`src/height_map_text_parser_top_macros.svh`:
```
// assertion macros shared by the parser top level
`ifndef HEIGHT_MAP_TEXT_PARSER_TOP_MACROS_SVH
`define HEIGHT_MAP_TEXT_PARSER_TOP_MACROS_SVH

// same-cycle implication, sampled on clk, off during reset
`define HMTP_ASSERT_IMPL(lbl, ante, cons) \
    lbl: assert property (@(posedge clk) disable iff (!rst_n) (ante) |-> (cons)) \
        else $error("same-cycle check failed");

// next-cycle implication, sampled on clk, off during reset
`define HMTP_ASSERT_NEXT(lbl, ante, cons) \
    lbl: assert property (@(posedge clk) disable iff (!rst_n) (ante) |=> (cons)) \
        else $error("next-cycle check failed");

`endif

```
`src/hmtp_pkg.sv`:
```
`timescale 1ns / 1ps
package hmtp_pkg;

    // default sizing
    localparam int MAX_COLUMNS_DEF = 1024;
    localparam int MAX_ROWS_DEF    = 1024;
    localparam int CMD_DEPTH       = 4;
    localparam int RES_DEPTH       = 4;

    // result kinds
    localparam logic KIND_POINT = 1'b0;
    localparam logic KIND_ROW   = 1'b1;

    // input request
    typedef struct packed {
        logic [7:0] byte_in;
        logic       end_of_input;
    } hmtp_in_t;

    // result request
    typedef struct packed {
        logic               kind;
        logic signed [31:0] height;
        logic [31:0]        color;
        logic [9:0]         column;
        logic [9:0]         row;
        logic [10:0]        token_count;
        logic               short_row;
    } hmtp_out_t;

    // byte classes seen by the parser core
    typedef enum logic [2:0] {
        C_EOI   = 3'd0,
        C_NL    = 3'd1,
        C_SEP   = 3'd2,
        C_SIGN  = 3'd3,
        C_COMMA = 3'd4,
        C_LOWX  = 3'd5,
        C_OTHER = 3'd6
    } hmtp_cls_t;

    // classified byte handed from front to back
    typedef struct packed {
        hmtp_cls_t  cls;
        logic       minus;
        logic       digit;
        logic       hexd;
        logic       zero;
        logic [3:0] nib;
    } hmtp_cmd_t;

endpackage

```
`src/hmtp_fifo.sv`:
```
`timescale 1ns / 1ps
module hmtp_fifo #(
    parameter int WIDTH = 8,
    parameter int DEPTH = 4
) (
    input  logic             clk,
    input  logic             rst_n,
    input  logic             wr_en,
    input  logic [WIDTH-1:0] wr_data,
    output logic             full,
    input  logic             rd_en,
    output logic [WIDTH-1:0] rd_data,
    output logic             empty
);
    localparam int AW = (DEPTH > 1) ? $clog2(DEPTH) : 1;
    localparam int CW = $clog2(DEPTH + 1);
    localparam logic [AW-1:0] LAST = AW'(DEPTH - 1);
    localparam logic [CW-1:0] FULL_CNT = CW'(DEPTH);

    logic [WIDTH-1:0] mem [DEPTH];
    logic [AW-1:0]    wr_ptr_reg, wr_ptr_next;
    logic [AW-1:0]    rd_ptr_reg, rd_ptr_next;
    logic [CW-1:0]    cnt_reg, cnt_next;

    // pointer and count update
    always_comb
    begin
        wr_ptr_next = wr_ptr_reg;
        rd_ptr_next = rd_ptr_reg;
        cnt_next    = cnt_reg;
        if (wr_en)
        begin
            wr_ptr_next = (wr_ptr_reg == LAST) ? '0 : wr_ptr_reg + 1'b1;
        end
        if (rd_en)
        begin
            rd_ptr_next = (rd_ptr_reg == LAST) ? '0 : rd_ptr_reg + 1'b1;
        end
        if (wr_en && !rd_en)
        begin
            cnt_next = cnt_reg + 1'b1;
        end
        else if (rd_en && !wr_en)
        begin
            cnt_next = cnt_reg - 1'b1;
        end
    end

    always_ff @(posedge clk or negedge rst_n)
    begin
        if (!rst_n)
        begin
            wr_ptr_reg <= '0;
            rd_ptr_reg <= '0;
            cnt_reg    <= '0;
        end
        else
        begin
            wr_ptr_reg <= wr_ptr_next;
            rd_ptr_reg <= rd_ptr_next;
            cnt_reg    <= cnt_next;
        end
    end

    // storage
    always_ff @(posedge clk)
    begin
        if (wr_en)
        begin
            mem[wr_ptr_reg] <= wr_data;
        end
    end

    assign rd_data = mem[rd_ptr_reg];
    assign full    = (cnt_reg == FULL_CNT);
    assign empty   = (cnt_reg == '0);
endmodule

```
`src/hmtp_front.sv`:
```
`timescale 1ns / 1ps
module hmtp_front (
    input  hmtp_pkg::hmtp_in_t  item,
    input  logic                push,
    output logic                full,
    output hmtp_pkg::hmtp_cmd_t cmd,
    output logic                cmd_wr,
    input  logic                cmd_full
);
    import hmtp_pkg::*;

    logic [7:0] b;

    assign b = item.byte_in;

    // byte class, digit and nibble decode
    always_comb
    begin
        if (item.end_of_input)
        begin
            cmd.cls = C_EOI;
        end
        else if (b == 8'h0A)
        begin
            cmd.cls = C_NL;
        end
        else if (b inside {8'h20, [8'h09:8'h0D]})
        begin
            cmd.cls = C_SEP;
        end
        else if (b inside {8'h2B, 8'h2D})
        begin
            cmd.cls = C_SIGN;
        end
        else if (b == 8'h2C)
        begin
            cmd.cls = C_COMMA;
        end
        else if (b == 8'h78)
        begin
            cmd.cls = C_LOWX;
        end
        else
        begin
            cmd.cls = C_OTHER;
        end

        cmd.minus = (b == 8'h2D);
        cmd.zero  = (b == 8'h30);
        cmd.digit = (b inside {[8'h30:8'h39]});
        cmd.hexd  = 1'b1;
        if (b inside {[8'h30:8'h39]})
        begin
            cmd.nib = b[3:0];
        end
        else if (b inside {[8'h41:8'h46], [8'h61:8'h66]})
        begin
            cmd.nib = b[3:0] + 4'd9;
        end
        else
        begin
            cmd.nib  = 4'd0;
            cmd.hexd = 1'b0;
        end
    end

    // request handshake into the command queue
    assign cmd_wr = push && !cmd_full;
    assign full   = cmd_full;
endmodule

```
`src/hmtp_back.sv`:
```
`timescale 1ns / 1ps
module hmtp_back #(
    parameter int MAX_COLUMNS = hmtp_pkg::MAX_COLUMNS_DEF,
    parameter int MAX_ROWS    = hmtp_pkg::MAX_ROWS_DEF
) (
    input  logic                clk,
    input  logic                rst_n,
    input  hmtp_pkg::hmtp_cmd_t cmd,
    input  logic                cmd_empty,
    output logic                cmd_rd,
    output hmtp_pkg::hmtp_out_t res,
    output logic                res_wr,
    input  logic                res_full
);
    import hmtp_pkg::*;

    localparam int COL_LIM = (MAX_COLUMNS < 2047) ? MAX_COLUMNS : 2047;
    localparam int COL_CAP = (MAX_COLUMNS - 1 < 1023) ? MAX_COLUMNS - 1 : 1023;
    localparam int ROW_CAP = (MAX_ROWS - 1 < 1023) ? MAX_ROWS - 1 : 1023;
    localparam logic [10:0] COL_LIM_V = 11'(COL_LIM);
    localparam logic [10:0] COL_CAP_V = 11'(COL_CAP);
    localparam logic [9:0]  ROW_CAP_V = 10'(ROW_CAP);
    localparam logic [3:0]  TAIL_RGBA = 4'd8;
    localparam logic [3:0]  TAIL_SAT  = 4'd9;

    typedef enum logic [5:0] {
        PH_IDLE   = 6'b000001,
        PH_NUMBER = 6'b000010,
        PH_PREFIX = 6'b000100,
        PH_HEX    = 6'b001000,
        PH_TAIL   = 6'b010000,
        PH_JUNK   = 6'b100000
    } phase_t;

    phase_t      phase_reg, phase_next;
    logic        neg_reg, neg_next;
    logic [31:0] height_reg, height_next;
    logic [31:0] color_reg, color_next;
    logic        zero_seen_reg, zero_seen_next;
    logic [3:0]  tail_reg, tail_next;
    logic [10:0] col_reg, col_next;
    logic [9:0]  row_reg, row_next;
    logic [10:0] first_reg, first_next;
    logic        known_reg, known_next;
    logic        text_reg, text_next;
    hmtp_out_t   pend_reg, pend_next;
    logic        pend_valid_reg, pend_valid_next;

    logic        has_tok;
    logic [10:0] col_after;
    logic [10:0] col_sat;
    hmtp_out_t   tok_res;
    hmtp_out_t   sum_res;
    logic        emit_tok;
    logic        emit_sum;
    logic        num_step;

    // pending token and row summary results
    always_comb
    begin
        has_tok   = (phase_reg != PH_IDLE);
        col_after = (has_tok && col_reg < COL_LIM_V) ? col_reg + 1'b1 : col_reg;
        col_sat   = (col_reg > COL_CAP_V) ? COL_CAP_V : col_reg;

        tok_res.kind        = KIND_POINT;
        tok_res.height      = neg_reg ? 32'(0 - height_reg) : height_reg;
        if (phase_reg == PH_HEX || phase_reg == PH_TAIL)
        begin
            tok_res.color = (tail_reg == TAIL_RGBA) ? color_reg
                                                    : {color_reg[23:0], 8'hFF};
        end
        else
        begin
            tok_res.color = 32'hFFFF_FFFF;
        end
        tok_res.column      = col_sat[9:0];
        tok_res.row         = row_reg;
        tok_res.token_count = '0;
        tok_res.short_row   = 1'b0;

        sum_res.kind        = KIND_ROW;
        sum_res.height      = '0;
        sum_res.color       = '0;
        sum_res.column      = '0;
        sum_res.row         = row_reg;
        sum_res.token_count = col_after;
        sum_res.short_row   = known_reg && (col_after < first_reg);
    end

    // command execution
    always_comb
    begin
        phase_next      = phase_reg;
        neg_next        = neg_reg;
        height_next     = height_reg;
        color_next      = color_reg;
        zero_seen_next  = zero_seen_reg;
        tail_next       = tail_reg;
        col_next        = col_reg;
        row_next        = row_reg;
        first_next      = first_reg;
        known_next      = known_reg;
        text_next       = text_reg;
        pend_next       = pend_reg;
        pend_valid_next = pend_valid_reg;
        cmd_rd          = 1'b0;
        res_wr          = 1'b0;
        res             = pend_reg;
        emit_tok        = 1'b0;
        emit_sum        = 1'b0;
        num_step        = 1'b0;

        if (pend_valid_reg)
        begin
            // second result of the previous command
            if (!res_full)
            begin
                res_wr          = 1'b1;
                pend_valid_next = 1'b0;
            end
        end
        else if (!cmd_empty && !res_full)
        begin
            cmd_rd = 1'b1;
            case (cmd.cls)
                C_EOI:
                begin
                    emit_tok = has_tok;
                    emit_sum = text_reg;
                end
                C_NL:
                begin
                    emit_tok = has_tok;
                    emit_sum = 1'b1;
                end
                C_SEP:
                begin
                    emit_tok  = has_tok;
                    text_next = 1'b1;
                end
                default:
                begin
                    text_next = 1'b1;
                    case (phase_reg)
                        PH_IDLE:
                        begin
                            if (cmd.cls == C_SIGN)
                            begin
                                neg_next   = cmd.minus;
                                phase_next = PH_NUMBER;
                            end
                            else
                            begin
                                num_step = 1'b1;
                            end
                        end
                        PH_NUMBER:
                        begin
                            num_step = 1'b1;
                        end
                        PH_PREFIX:
                        begin
                            if (!zero_seen_reg && cmd.zero)
                            begin
                                zero_seen_next = 1'b1;
                            end
                            else if (zero_seen_reg && cmd.cls == C_LOWX)
                            begin
                                phase_next = PH_HEX;
                            end
                            else
                            begin
                                phase_next = PH_JUNK;
                            end
                        end
                        PH_HEX:
                        begin
                            if (tail_reg < TAIL_SAT)
                            begin
                                tail_next = tail_reg + 1'b1;
                            end
                            if (cmd.hexd)
                            begin
                                color_next = {color_reg[27:0], cmd.nib};
                            end
                            else
                            begin
                                phase_next = PH_TAIL;
                            end
                        end
                        PH_TAIL:
                        begin
                            if (tail_reg < TAIL_SAT)
                            begin
                                tail_next = tail_reg + 1'b1;
                            end
                        end
                        default:
                        begin
                            phase_next = phase_reg;
                        end
                    endcase
                    // a digit extends the number; a comma or anything else ends it
                    if (num_step)
                    begin
                        if (cmd.digit)
                        begin
                            height_next = {height_reg[28:0], 3'b000}
                                        + {height_reg[30:0], 1'b0}
                                        + {28'd0, cmd.nib};
                            phase_next  = PH_NUMBER;
                        end
                        else if (cmd.cls == C_COMMA)
                        begin
                            zero_seen_next = 1'b0;
                            phase_next     = PH_PREFIX;
                        end
                        else
                        begin
                            phase_next = PH_JUNK;
                        end
                    end
                end
            endcase

            // token finished: clear token state, count the column
            if (emit_tok)
            begin
                phase_next     = PH_IDLE;
                neg_next       = 1'b0;
                height_next    = '0;
                color_next     = '0;
                zero_seen_next = 1'b0;
                tail_next      = '0;
                col_next       = col_after;
            end

            // row ended
            if (cmd.cls == C_NL)
            begin
                if (!known_reg)
                begin
                    first_next = col_after;
                    known_next = 1'b1;
                end
                col_next  = '0;
                text_next = 1'b0;
                if (row_reg < ROW_CAP_V)
                begin
                    row_next = row_reg + 1'b1;
                end
            end

            // end of input returns everything to reset
            if (cmd.cls == C_EOI)
            begin
                phase_next     = PH_IDLE;
                neg_next       = 1'b0;
                height_next    = '0;
                color_next     = '0;
                zero_seen_next = 1'b0;
                tail_next      = '0;
                col_next       = '0;
                row_next       = '0;
                first_next     = '0;
                known_next     = 1'b0;
                text_next      = 1'b0;
            end

            // result writes, second one held until the result queue has room
            if (emit_tok)
            begin
                res    = tok_res;
                res_wr = 1'b1;
                if (emit_sum)
                begin
                    pend_next       = sum_res;
                    pend_valid_next = 1'b1;
                end
            end
            else if (emit_sum)
            begin
                res    = sum_res;
                res_wr = 1'b1;
            end
        end
    end

    // control state
    always_ff @(posedge clk or negedge rst_n)
    begin
        if (!rst_n)
        begin
            phase_reg      <= PH_IDLE;
            neg_reg        <= 1'b0;
            height_reg     <= '0;
            color_reg      <= '0;
            zero_seen_reg  <= 1'b0;
            tail_reg       <= '0;
            col_reg        <= '0;
            row_reg        <= '0;
            first_reg      <= '0;
            known_reg      <= 1'b0;
            text_reg       <= 1'b0;
            pend_valid_reg <= 1'b0;
        end
        else
        begin
            phase_reg      <= phase_next;
            neg_reg        <= neg_next;
            height_reg     <= height_next;
            color_reg      <= color_next;
            zero_seen_reg  <= zero_seen_next;
            tail_reg       <= tail_next;
            col_reg        <= col_next;
            row_reg        <= row_next;
            first_reg      <= first_next;
            known_reg      <= known_next;
            text_reg       <= text_next;
            pend_valid_reg <= pend_valid_next;
        end
    end

    // held second result
    always_ff @(posedge clk)
    begin
        pend_reg <= pend_next;
    end
endmodule

```
`src/height_map_text_parser_top.sv`:
```
`timescale 1ns / 1ps
// Height-map text parser.
// Input channel: one text byte per request on item, taken when push is high
// and full is low. With item.end_of_input set the byte is ignored, the
// pending token and row are flushed and the parser returns to its start state.
// Result channel: point and row-summary results in text order on result,
// valid while empty is low, taken when pop is high.
// Throughput: one byte per cycle while the result queue has room. A byte that
// closes both a token and a row yields two results and holds the parser core
// while the second result is written. A four-entry command queue sits between
// the byte classifier and the parser core, and a four-entry result queue sits
// at the output; both are registered, and a result reaches the result ports
// through both of them, the second of a pair after the first.
// When the receiver stalls, the result queue fills, the core stops, the
// command queue fills and full rises; nothing is dropped.
// Reset empties both queues and clears all row and token state.
`include "height_map_text_parser_top_macros.svh"
module height_map_text_parser_top #(
    parameter int MAX_COLUMNS = hmtp_pkg::MAX_COLUMNS_DEF,
    parameter int MAX_ROWS    = hmtp_pkg::MAX_ROWS_DEF
) (
    input  logic                clk,
    input  logic                rst_n,
    input  hmtp_pkg::hmtp_in_t  item,
    input  logic                push,
    output logic                full,
    output hmtp_pkg::hmtp_out_t result,
    output logic                empty,
    input  logic                pop
);
    import hmtp_pkg::*;

    hmtp_cmd_t cmd_in;
    hmtp_cmd_t cmd_out;
    logic      cmd_wr;
    logic      cmd_full;
    logic      cmd_empty;
    logic      cmd_rd;
    hmtp_out_t res_in;
    logic      res_wr;
    logic      res_full;
    logic      res_rd;

    // byte classifier
    hmtp_front u_front (
        .item     (item),
        .push     (push),
        .full     (full),
        .cmd      (cmd_in),
        .cmd_wr   (cmd_wr),
        .cmd_full (cmd_full)
    );

    // command queue
    hmtp_fifo #(
        .WIDTH ($bits(hmtp_cmd_t)),
        .DEPTH (CMD_DEPTH)
    ) u_cmd_q (
        .clk     (clk),
        .rst_n   (rst_n),
        .wr_en   (cmd_wr),
        .wr_data (cmd_in),
        .full    (cmd_full),
        .rd_en   (cmd_rd),
        .rd_data (cmd_out),
        .empty   (cmd_empty)
    );

    // parser core
    hmtp_back #(
        .MAX_COLUMNS (MAX_COLUMNS),
        .MAX_ROWS    (MAX_ROWS)
    ) u_back (
        .clk       (clk),
        .rst_n     (rst_n),
        .cmd       (cmd_out),
        .cmd_empty (cmd_empty),
        .cmd_rd    (cmd_rd),
        .res       (res_in),
        .res_wr    (res_wr),
        .res_full  (res_full)
    );

    // result queue
    assign res_rd = pop && !empty;

    hmtp_fifo #(
        .WIDTH ($bits(hmtp_out_t)),
        .DEPTH (RES_DEPTH)
    ) u_res_q (
        .clk     (clk),
        .rst_n   (rst_n),
        .wr_en   (res_wr),
        .wr_data (res_in),
        .full    (res_full),
        .rd_en   (res_rd),
        .rd_data (result),
        .empty   (empty)
    );

    // queue discipline of the core and classifier
    `HMTP_ASSERT_IMPL(a_res_room, res_wr, !res_full)
    `HMTP_ASSERT_IMPL(a_cmd_avail, cmd_rd, !cmd_empty)
    `HMTP_ASSERT_NEXT(a_cmd_lands, push && !full, !cmd_empty)
endmodule
```
`config.mk`:
```
export PLATFORM = sky130hd
export DESIGN_NAME = height_map_text_parser_top
export DESIGN_NICKNAME = d
export VERILOG_FILES = /design/src/hmtp_pkg.sv /design/src/hmtp_fifo.sv /design/src/hmtp_front.sv /design/src/hmtp_back.sv /design/src/height_map_text_parser_top.sv
export VERILOG_INCLUDE_DIRS = /design/src /design/src/src
export SDC_FILE = /design/constraint.sdc
export NUM_CORES = 1
export LEC_CHECK = 0
export BUFFER_PORTS_ARGS = -buffer_cell sky130_fd_sc_hd__buf_2
export CAP_MARGIN = 5
export CORE_MARGIN = 2
export CORE_UTILIZATION = 55
export DETAILED_ROUTE_END_ITERATION = 12
export HOLD_SLACK_MARGIN = 0.02
export PLACE_DENSITY = 0.72
export SLEW_MARGIN = 20
export SYNTH_ARGS = -nofsm -noshare
export SYNTH_HDL_FRONTEND = slang
export SYNTH_SLANG_ARGS = --single-unit
```
`constraint.sdc`:
```
create_clock -name clk -period 14.4 [get_ports clk]
set_input_delay 2.88 -clock clk [delete_from_list [all_inputs] [get_ports clk]]
set_output_delay 2.88 -clock clk [all_outputs]
set_load 0.02 [all_outputs]
```
==> results.yml <==
outcome:
  status: "finished, final reports clean"
grt:
  grt_util_met1_pct: 32.6
  grt_max_degree: 112
  use_met3_pct: 3.32
  top_usage_layer: "met2"
  grt_usage_pct: 22.3
  grt_pass1_wl_mm: 97.6
  grt-ovfl-total: 0
  antenna_found_initial: 1
  grt_use_met2_pct: 34.9
  grt_pass1_vias: 17406
sta:
  min_period_ns: 5.83
  hold_ws_ns: 0.489
  hold_viol: 0
  fin_crit_sh_pct: 40.5
  finalSetupViolCount: 0
  worst_pin_slew_ns: 1.06
  finalClockSkew_ns: 0.0213
  rsz0062_at_grt: "false"
  maxSlewViolCount: 0
  clock.fmax_ghz: 0.171
  fin_tns_setup_ns: 0
  slew_headroom_pct: 29.3
yosys:
  syn_nets: 2139
  syn_inst: 2032
  ys_async_sr_fraction_pct: 19.1
  yosys_warnings: 0
  avgSynthCellArea_um2: 14.5
  yosysSeqAreaShare_pct: 64.7
  synth_top_area_share_pct: 54.0
  synthFlopType: "edfxtp_1"
  synth_seq_cells: 654
  synth_area_leader_cell: "edfxtp_1"
  netlist-cell-type-count: 72
  synthesis.area_um2: 29400
  synth_edf_count: 529
  synthTopCellsByArea: "edfxtp_1 54%, dfrtp_1 11%, mux4_2 8.3%"
layout:
  final_common_cell: "edfxtp_1"
  antenna_cells: 0
  largest_reg_flops: 388
  final_layout_size_suffix_gt1_share_pct: 17.5
  multiInputGateArea_um2: 9830
  final_util_pct: 62.1
  regArea_um2: 19000
  area_growth_pct: 11.3
  n_fill_cell: 3865
  layoutNonFillerInstCount: 2861
  layout_common_cells: "529 x edfxtp_1, 170 x nand2_1, 132 x o21ai_0, 122 x dfrtp_1, 110 x buf_2"
  nNetsFinal: 2234
drt:
  routed-via-count: 17301
  drtIter0Drc: 1448
  dr.pass1.iters: 5
  wl_per_cell_um: 21.3
  routed_wl_mm: 60.9
  vias_per_cell: 6.05
  ant_nets: 0
  drc: 0
worst_setup_path:
  worstPathArrival_ns: 2.95
  worstSetupPathType: "flop to output port"
  cp-start-kind: "flop"
  end_kind: "output port"
  worst-path-max-fanout: 41
  cp_data_required_time_ns: 11.52
floorplanning:
  core-area_um2: 52700
  io_pins: 112
  design.die.area_um2: 55300
  die_y_um: 235
  die_w_um: 235
  start_util_pct: 55.8
  rows: 84
clock_network:
  clock_sinks: 654
  hold_buffers: 0
  clkLatencyLatePin_ns: 0.59
  cts-root-buf: "clkbuf_16"
  ctsLongestPathBuffers: 3
  cts-resized-gates: 0
  numCtsBuffers: 66
  h-tree-depth: 3
  cts_tree: "built"
  clk_pin_slew_ns: 0.06
  post_cts_buffers: 0
hold_path:
  hp-class: "flop to flop"
placed_design:
  dpl.cell_count: 2747
  dp_hpwl_mm: 39.0
  globalplace.congestion: 0.852
  numPortBuffers: 111
run:
  max-cap-violations: 0
## worst paths after layout
check | from | end | slack, ns | depth (start not counted)
worst min-delay path | u_back.first_reg[1]$_DFFE_PN0P_ | u_back.first_reg[1]$_DFFE_PN0P_ | 0.49 | 2
worst max-delay path | u_res_q.rd_ptr_reg[0]$_DFFE_PN0P_ | result[47] | 8.57 | 3
min in group asynchronous | rst_n | u_back.height_reg[22]$_DFFE_PN0P_ | 2.21 | 1
worst min register to register | u_back.first_reg[1]$_DFFE_PN0P_ | u_back.first_reg[1]$_DFFE_PN0P_ | 0.49 | 2
worst max register to register | u_cmd_q.rd_ptr_reg[0]$_DFFE_PN0P_ | u_res_q.mem[2][60]$_DFFE_PP_ | 9.55 | 7
max in group asynchronous | rst_n | u_back.color_reg[31]$_DFFE_PN0P_ | 10.47 | 3
## cells in the mapped netlist (all sizes together) (14+ instances only)
| master | count |
|---|---|
| a21oi | 87 |
| a21o | 16 |
| a31oi | 30 |
| dfrtp | 124 |
| nand2 | 170 |
| xnor2 | 34 |
| nor3 | 28 |
| edfxtp | 529 |
| clkbuf | 84 |
| a22o | 61 |
| mux2i | 28 |
| o31ai | 14 |
| nand3 | 19 |
| buf | 20 |
| inv | 55 |
| mux4 | 108 |
| xor2 | 48 |
| and2 | 86 |
| o21ai | 139 |
| nand4 | 14 |
| nor2 | 96 |
| mux2 | 19 |
| ha | 90 |
## layout make-up
class / instances / share of cell area, %
sequential: 654 / 58.1
timing repair buffer: 131 / 2.16
multi-input combinational: 1219 / 30.1
clock inverter: 30 / 0.845
inverter: 55 / 0.646
clock buffer: 84 / 5.53
tap: 688 / 2.63
## routing by layer
layer / part of all wire [%] / wire length [µm]
met5: 0 / 0
met4: 2.1 / 1280
met3: 5.5 / 3380
met2: 48 / 29200
met1: 44 / 27100
## cells by family after synthesis
logic type                 Yosys count  share of synthesized area, %
muxes                              155                          9.95
AOI/OAI and AO/OA                  402                          8.66
adders and majority gates           95                          4.14
DFF                                654                          64.7
and+or+nand+nor                    485                          8.09
buffers and inverters              159                          2.05
xor gates and xnor gates            82                          2.44
## per-stage QoR
stage	setup WS, ns	cell area (µm²)
after floorplan	8.62	29400
after global placement	9.14	30600
after detailed placement	9.08	30600
after CTS	8.44	32700
after global routing	8.33	32700
final	8.57	32700
## critical path: stages, from the launching register on
cell and delay [ns]:
dfrtp_4 0.79, buf_4 0.73, mux4_2 0.62, buf_2 0.18
Power is not shown: default switching activity piles up to over one toggle a cycle in this logic, so the estimate is an artifact.
